`config.mk`:
```
export PLATFORM = sky130hd
export DESIGN_NAME = szsz_front
export DESIGN_NICKNAME = d
export VERILOG_FILES = /design/src/rtl/core/szsz_correlation_accumulator_defines.svh /design/src/rtl/core/szsz_pkg.sv /design/src/rtl/core/szsz_front.sv
export SDC_FILE = /design/constraint.sdc
export NUM_CORES = 2
export LEC_CHECK = 0
export BUFFER_PORTS_ARGS = -buffer_cell sky130_fd_sc_hd__buf_2
export CAP_MARGIN = 20
export CORE_MARGIN = 5
export CORE_UTILIZATION = 60
export CTS_CLUSTER_SIZE = 24
export DETAILED_ROUTE_END_ITERATION = 12
export PLACE_DENSITY = 0.76
export REMOVE_ABC_BUFFERS = 1
export SLEW_MARGIN = 15
export SYNTH_ARGS = -nofsm -noshare
export SYNTH_HDL_FRONTEND = slang
export SYNTH_SLANG_ARGS = --single-unit
```
`constraint.sdc`:
```
create_clock -name clock -period 20.4 [get_ports clock]
set_input_delay 3.06 -clock clock [delete_from_list [all_inputs] [get_ports clock]]
set_output_delay 3.06 -clock clock [all_outputs]
set_load 0.005 [all_outputs]
```
`src/rtl/core/szsz_correlation_accumulator_defines.svh`:
```
// ----------------------------------------------------------------------------
// szsz correlation accumulator assertion macros
// clocked on clock, disabled while reset is high
// ----------------------------------------------------------------------------
`ifndef SZSZ_CORRELATION_ACCUMULATOR_DEFINES_SVH
`define SZSZ_CORRELATION_ACCUMULATOR_DEFINES_SVH
`ifndef SYNTHESIS
`define SZSZ_ASSERT(label, prop) \
   label: assert property (@(posedge clock) disable iff (reset) prop) \
      else $error("szsz assertion failed");
`define SZSZ_ASSERT_NEXT(label, ante, cons) \
   label: assert property (@(posedge clock) disable iff (reset) (ante) |=> (cons)) \
      else $error("szsz assertion failed");
`else
`define SZSZ_ASSERT(label, prop)
`define SZSZ_ASSERT_NEXT(label, ante, cons)
`endif
`endif

```
`src/rtl/core/szsz_pkg.sv`:
```
`timescale 1ns / 1ps
// ----------------------------------------------------------------------------
// szsz_pkg
// shared types and constants of the Sz-Sz correlation accumulator
// ----------------------------------------------------------------------------
package szsz_pkg;

   localparam int IDX_W      = 16;
   localparam int IDX_SEL_W  = 4;
   localparam int SITE_W     = 4;
   localparam int ACC_W      = 64;
   localparam int SITES_W    = 5;
   localparam int CSR_DATA_W = 32;
   localparam int CSR_ADDR_W = 3;

   localparam logic [SITES_W-1:0] SITES_RESET   = 5'd16;
   localparam logic               CSR_IDX_SITES = 1'b0;

   localparam logic signed [ACC_W-1:0] ACC_MAX = 64'sh7FFF_FFFF_FFFF_FFFF;
   localparam logic signed [ACC_W-1:0] ACC_MIN = 64'sh8000_0000_0000_0000;

   typedef enum logic [1:0] {
      ACT_CLEAR = 2'd0,
      ACT_ACCUM = 2'd1,
      ACT_READ  = 2'd2
   } action_type;

   typedef struct packed {
      logic                     valid;
      action_type               action;
      logic [IDX_W-1:0]         idx;
      logic [ACC_W-1:0]         term;
      logic [SITE_W-1:0]        row;
      logic [SITE_W-1:0]        col;
      logic signed [ACC_W-1:0]  value;
      logic                     sat;
   } item_type;

   function automatic logic idx_bit(logic [IDX_W-1:0] idx, int k);
      logic b;
      b = 1'b0;
      if (k < IDX_W) begin
         b = idx[k[IDX_SEL_W-1:0]];
      end
      return b;
   endfunction

endpackage

```
`src/rtl/core/szsz_front.sv`:
```
`timescale 1ns / 1ps
// ----------------------------------------------------------------------------
// szsz_front
// squares the amplitude parts and forms the quarter-probability term
// ----------------------------------------------------------------------------
module szsz_front #(
   parameter int AMP_BITS = 24
) (
   input  logic                                 clock,
   input  logic                                 reset,
   input  logic                                 advance,
   input  logic                                 in_valid,
   input  logic [1:0]                           in_action,
   input  logic [szsz_pkg::IDX_W-1:0]           in_idx,
   input  logic signed [AMP_BITS-1:0]           in_amp_re,
   input  logic signed [AMP_BITS-1:0]           in_amp_im,
   input  logic [szsz_pkg::SITE_W-1:0]          in_row,
   input  logic [szsz_pkg::SITE_W-1:0]          in_col,
   output szsz_pkg::item_type                   out_item
);

   localparam int SQ_W = 2 * AMP_BITS;
   localparam int SH_L = (SQ_W <= 48) ? 48 - SQ_W : 0;
   localparam int SH_R = (SQ_W > 48) ? SQ_W - 48 : 0;

   szsz_pkg::item_type    s0_ff, s0_in;
   szsz_pkg::item_type    s1_ff, s1_in;
   logic [SQ_W-1:0]       sq_re_ff, sq_re_in;
   logic [SQ_W-1:0]       sq_im_ff, sq_im_in;
   logic [AMP_BITS-1:0]   raw_re, raw_im, mag_re, mag_im;
   logic [SQ_W:0]         sum;
   szsz_pkg::action_type  act;

   always_comb begin
      act    = szsz_pkg::action_type'(in_action);
      raw_re = $unsigned(in_amp_re);
      raw_im = $unsigned(in_amp_im);
      mag_re = raw_re[AMP_BITS-1] ? AMP_BITS'(~raw_re + 1'b1) : raw_re;
      mag_im = raw_im[AMP_BITS-1] ? AMP_BITS'(~raw_im + 1'b1) : raw_im;
      sq_re_in = SQ_W'(mag_re) * SQ_W'(mag_re);
      sq_im_in = SQ_W'(mag_im) * SQ_W'(mag_im);

      s0_in.valid  = in_valid && (act == szsz_pkg::ACT_CLEAR || act == szsz_pkg::ACT_ACCUM ||
                                  act == szsz_pkg::ACT_READ);
      s0_in.action = act;
      s0_in.idx    = in_idx;
      s0_in.term   = '0;
      s0_in.row    = in_row;
      s0_in.col    = in_col;
      s0_in.value  = '0;
      s0_in.sat    = 1'b0;

      sum        = {1'b0, sq_re_ff} + {1'b0, sq_im_ff};
      s1_in      = s0_ff;
      s1_in.term = (szsz_pkg::ACC_W'(sum) << SH_L) >> SH_R;
   end

   always_ff @(posedge clock) begin
      if (reset) begin
         s0_ff.valid <= 1'b0;
         s1_ff.valid <= 1'b0;
      end else if (advance) begin
         s0_ff    <= s0_in;
         s1_ff    <= s1_in;
         sq_re_ff <= sq_re_in;
         sq_im_ff <= sq_im_in;
      end
   end

   assign out_item = s1_ff;

endmodule

```
==> insert_results.sql <==
INSERT INTO impl_metrics (metric_group, metric, value, unit) VALUES
('outcome', 'status', 'completed', ''),
('route', 'post-route-drc-count', '0', ''),
('route', 'postRouteAntennaNets', '0', ''),
('cells_and_area', 'synthToLayoutAreaGrowth', '5.669', '%'),
('die', 'die-height', '273.1', 'µm'),
('sta', 'worst_slew_margin_rel', '24.29', '%'),
('global_route', 'wire_length_of_the_first_global_routing_pass', '158.5', 'mm'),
('hold_path', 'hold_start', 's0_ff[154]', ''),
('clock_tree', 'tritoncts_num_sinks', '197', ''),
('cells_and_area', 'nFillCells', '5549', ''),
('global_route', 'grt_pass1_vias', '31411', ''),
('setup_path', 'critical_path.startpoint', 'in_amp_im[0]', ''),
('route', 'vias_per_cell', '5.442', ''),
('die', 'start_util', '60.56', '%'),
('setup_path', 'worstSetupEndpointType', 'register', ''),
('die', 'io_pins', '234', ''),
('route', 'finalWirelength', '96.29', 'mm'),
('synthesis', 'primary_ff_master_synth', 'edfxtp_1', ''),
('route', 'post_drt_wl_per_cell', '17.87', 'µm'),
('sta', 'final_period_minus_worst_setup_slack', '12.75', 'ns'),
('placement', 'post-dp-hpwl', '79.82', 'mm'),
('run', 'max_cap_violations', '0', ''),
('synthesis', 'synth_sequential_area_ratio', '14.19', '%'),
('synthesis', 'avg_inst_size_synth', '9.677', 'µm²'),
('synthesis', 'distinct_cell_type_count_of_the_synthesized_netlist', '81', ''),
('sta', 'timing_worst_slew_pin_value', '1.132', 'ns'),
('route', 'first_iter_violations', '2169', ''),
('setup_path', 'timing.critical_path.to', 'sq_im_ff[44]', ''),
('sta', 'final-hold-violation-count', '0', ''),
('placement', 'gp_congestion', '0.9492', ''),
('sta', 'achievable-frequency', '0.07841', 'GHz'),
('clock_tree', 'cts_setup_buffers', '0', ''),
('die', 'core', '68590', 'µm²'),
('setup_path', 'reg2reg_depth', '9', ''),
('setup_path', 'cp.required', '20.61', 'ns'),
('clock_tree', 'cts.root.buffer_cell', 'clkbuf_16', ''),
('die', 'dieWidth', '273.1', 'µm'),
('sta', 'finalCritPeriodShare', '62.51', '%'),
('global_route', 'antenna_found_initial', '0', ''),
('clock_tree', 'cts-resized-gates', '0', ''),
('hold_path', 'class_of_the_tightest_hold_or_removal_check', 'register to register', ''),
('clock_tree', 'htreeDepth', '4', ''),
('clock_tree', 'number_of_buffers_inserted_during_clock_tree_synthesis', '17', ''),
('setup_path', 'worst-r2r-setup-slack', '16.76', 'ns'),
('sta', 'skew', '0.01852', 'ns'),
('synthesis', 'synth_edf_count', '195', ''),
('die', 'die_area', '74580', 'µm²'),
('synthesis', 'synth.ff_latch_count', '197', ''),
('cells_and_area', 'post_route_cells_drive_above_1_share', '6.260', '%'),
('setup_path', 'crit_path_start_kind', 'primary input', ''),
('route', 'first_drt_pass_iteration_count', '6', ''),
('clock_tree', 'cts_tree', 'built', ''),
('global_route', 'groute.usage.overall', '26.65', '%'),
('die', 'std_cell_rows', '96', ''),
('clock_tree', 'clockBufferDepth', '2', ''),
('sta', 'fin_setup_tns', '0', 'ns'),
('cells_and_area', 'fin_nets', '5753', ''),
('placement', 'place_ws', '7.338', 'ns'),
('route', 'via_count', '29319', ''),
('synthesis', 'synth.yosys.warnings', '0', ''),
('setup_path', 'cp_slowest_cell', 'xor2_2', ''),
('cells_and_area', 'postLayoutCellArea', '43890', 'µm²'),
('sta', 'report.final.setup_viol', '0', ''),
('cells_and_area', 'diodes', '0', ''),
('setup_path', 'cpMostUsedCell', 'fa_1', ''),
('synthesis', 'ys_async_rst_share', '0', '%'),
('global_route', 'maximum_number_of_pins_on_one_net_before_global_route_repair', '78', ''),
('setup_path', 'slowest_delay', '0.84', 'ns'),
('synthesis', 'post_synth_instance_area', '41530', 'µm²'),
('setup_path', 'crit-reg2reg-capture', 'out_item[111]', ''),
('setup_path', 'cp.arrival', '12.97', 'ns'),
('sta', 'timing.final.ws_setup', '7.647', 'ns'),
('clock_tree', 'clk_pin_slew', '0.09', 'ns'),
('placement', 'placement.io_buffers', '153', ''),
('sta', 'slew_viol_final', '0', ''),
('sta', 'hold_ws', '0.4104', 'ns'),
('synthesis', 'synth_cells', '4292', ''),
('setup_path', 'crit_type', 'primary input to register', ''),
('setup_path', 'reg2reg_from', 'sq_im_ff[3]', ''),
('global_route', 'overflow', '0', ''),
('clock_tree', 'clkLatencyLatePin', '0.46', 'ns'),
('setup_path', 'path_max_fanout', '17', ''),
('placement', 'total_placed_instance_area', '43270', 'µm²'),
('sta', 'grt_setup_unrepaired', 'false', ''),
('clock_tree', 'hold_buffers', '0', '');
[cells by family after synthesis]
| family | share of synthesized area, % |
|---|---|
| AO/OA/AOI/OAI | 7.296 |
| XOR/XNOR | 3.937 |
| adder cells (fa/ha/maj) | 52.38 |
| buffers and inverters | 12.92 |
| flip-flops | 14.19 |
| multiplexers | 0.1054 |
| other | 0.01808 |
| AND/OR/NAND/NOR | 9.152 |
[flip-flops by register name, summed over array words and instances (netlist names)]
name      cells
out_item     76
sq_im_ff     47
sq_re_ff     47
s0_ff        27
[stage by stage]
step | utilization (%) | instances
floorplan | - | 4225
global placement | 63.09 | 5355
detailed placement | 63.09 | 5355
CTS | 63.97 | 5387
global route | 63.99 | 5388
finish | 63.99 | 5388
[Yosys cell counts, drive strengths merged, types with 22 or more instances]
master	number	area [µm²]
buf	87	641.9
o21ai	71	355.3
edfxtp	195	5856
o21bai	22	165.2
ha	385	4817
nor3	23	115.1
inv	1158	4347
nand2	385	1464
a31oi	22	137.6
clkbuf	92	345.3
nor2	297	1115
fa	846	16940
a21o	71	533.0
a21oi	132	660.6
xor2	68	603.1
xnor2	117	1032
nand3	27	140.1
[how the worst min path moves through the flow]
stage,to,slack (ns),cells after the start
after floorplan,out_item[137],0.40,0
after global placement,out_item[70],0.40,0
after detailed placement,out_item[141],0.40,0
after CTS,out_item[154],0.41,0
after global routing,out_item[145],0.43,0
final,out_item[154],0.41,0
[per-layer routing]
| layer | routed length (µm) | share of wire (%) | vias to the layer above | GRT usage [%] |
|---|---|---|---|---|
| met1 | 38030 | 39 | 14669 | 35.99 |
| met5 | 0 | 0 | - | 0 |
| met2 | 47030 | 49 | 1153 | 44.57 |
| met3 | 7556 | 7.8 | 251 | 4.205 |
| li1 | - | - | 13246 | - |
| met4 | 3666 | 3.8 | 0 | 8.828 |
[critical path, delay by kind of cell]
family / cells / cell delay, ns
adders and majority gates: 9 / 4.13
and+or+nand+nor: 8 / 2.24
AOI/OAI and AO/OA: 5 / 1.77
xor gates and xnor gates: 2 / 0.98
buffers and inverters: 4 / 0.76
[final cells by class]
class / count / area (µm²) / area share [%]
Inverter: 1164 / 4379 / 9.978
Tap cell: 931 / 1165 / 2.654
Sequential cell: 197 / 5896 / 13.43
Multi-Input combinational cell: 2864 / 30720 / 70.00
Clock buffer: 18 / 429.2 / 0.9779
Timing Repair Buffer: 200 / 1124 / 2.560
Clock inverter: 14 / 173.9 / 0.3963
[placed cells by master, fill, tap and decap left out, types with 11 or more instances in the layout]
master     instances
edfxtp_1         195
xor2_1            65
inv_1           1144
nor2b_1           15
xnor2_1          115
inv_2             14
a211oi_1          19
clkbuf_16         17
conb_1           114
a211o_1           11
nand2b_1          14
nand3_1           26
o31ai_1           14
fa_1             846
a31oi_1           22
buf_4             46
o21bai_1          22
nor3_1            23
o21a_1            18
buf_2            153
nand4_1           21
ha_1             385
o21ai_0           64
a21oi_1          132
and3_1            20
nor2_1           297
a21o_1            71
nand2_1          383
Power is not shown: default switching activity piles up to over one toggle a cycle in this logic, so the estimate is an artifact.
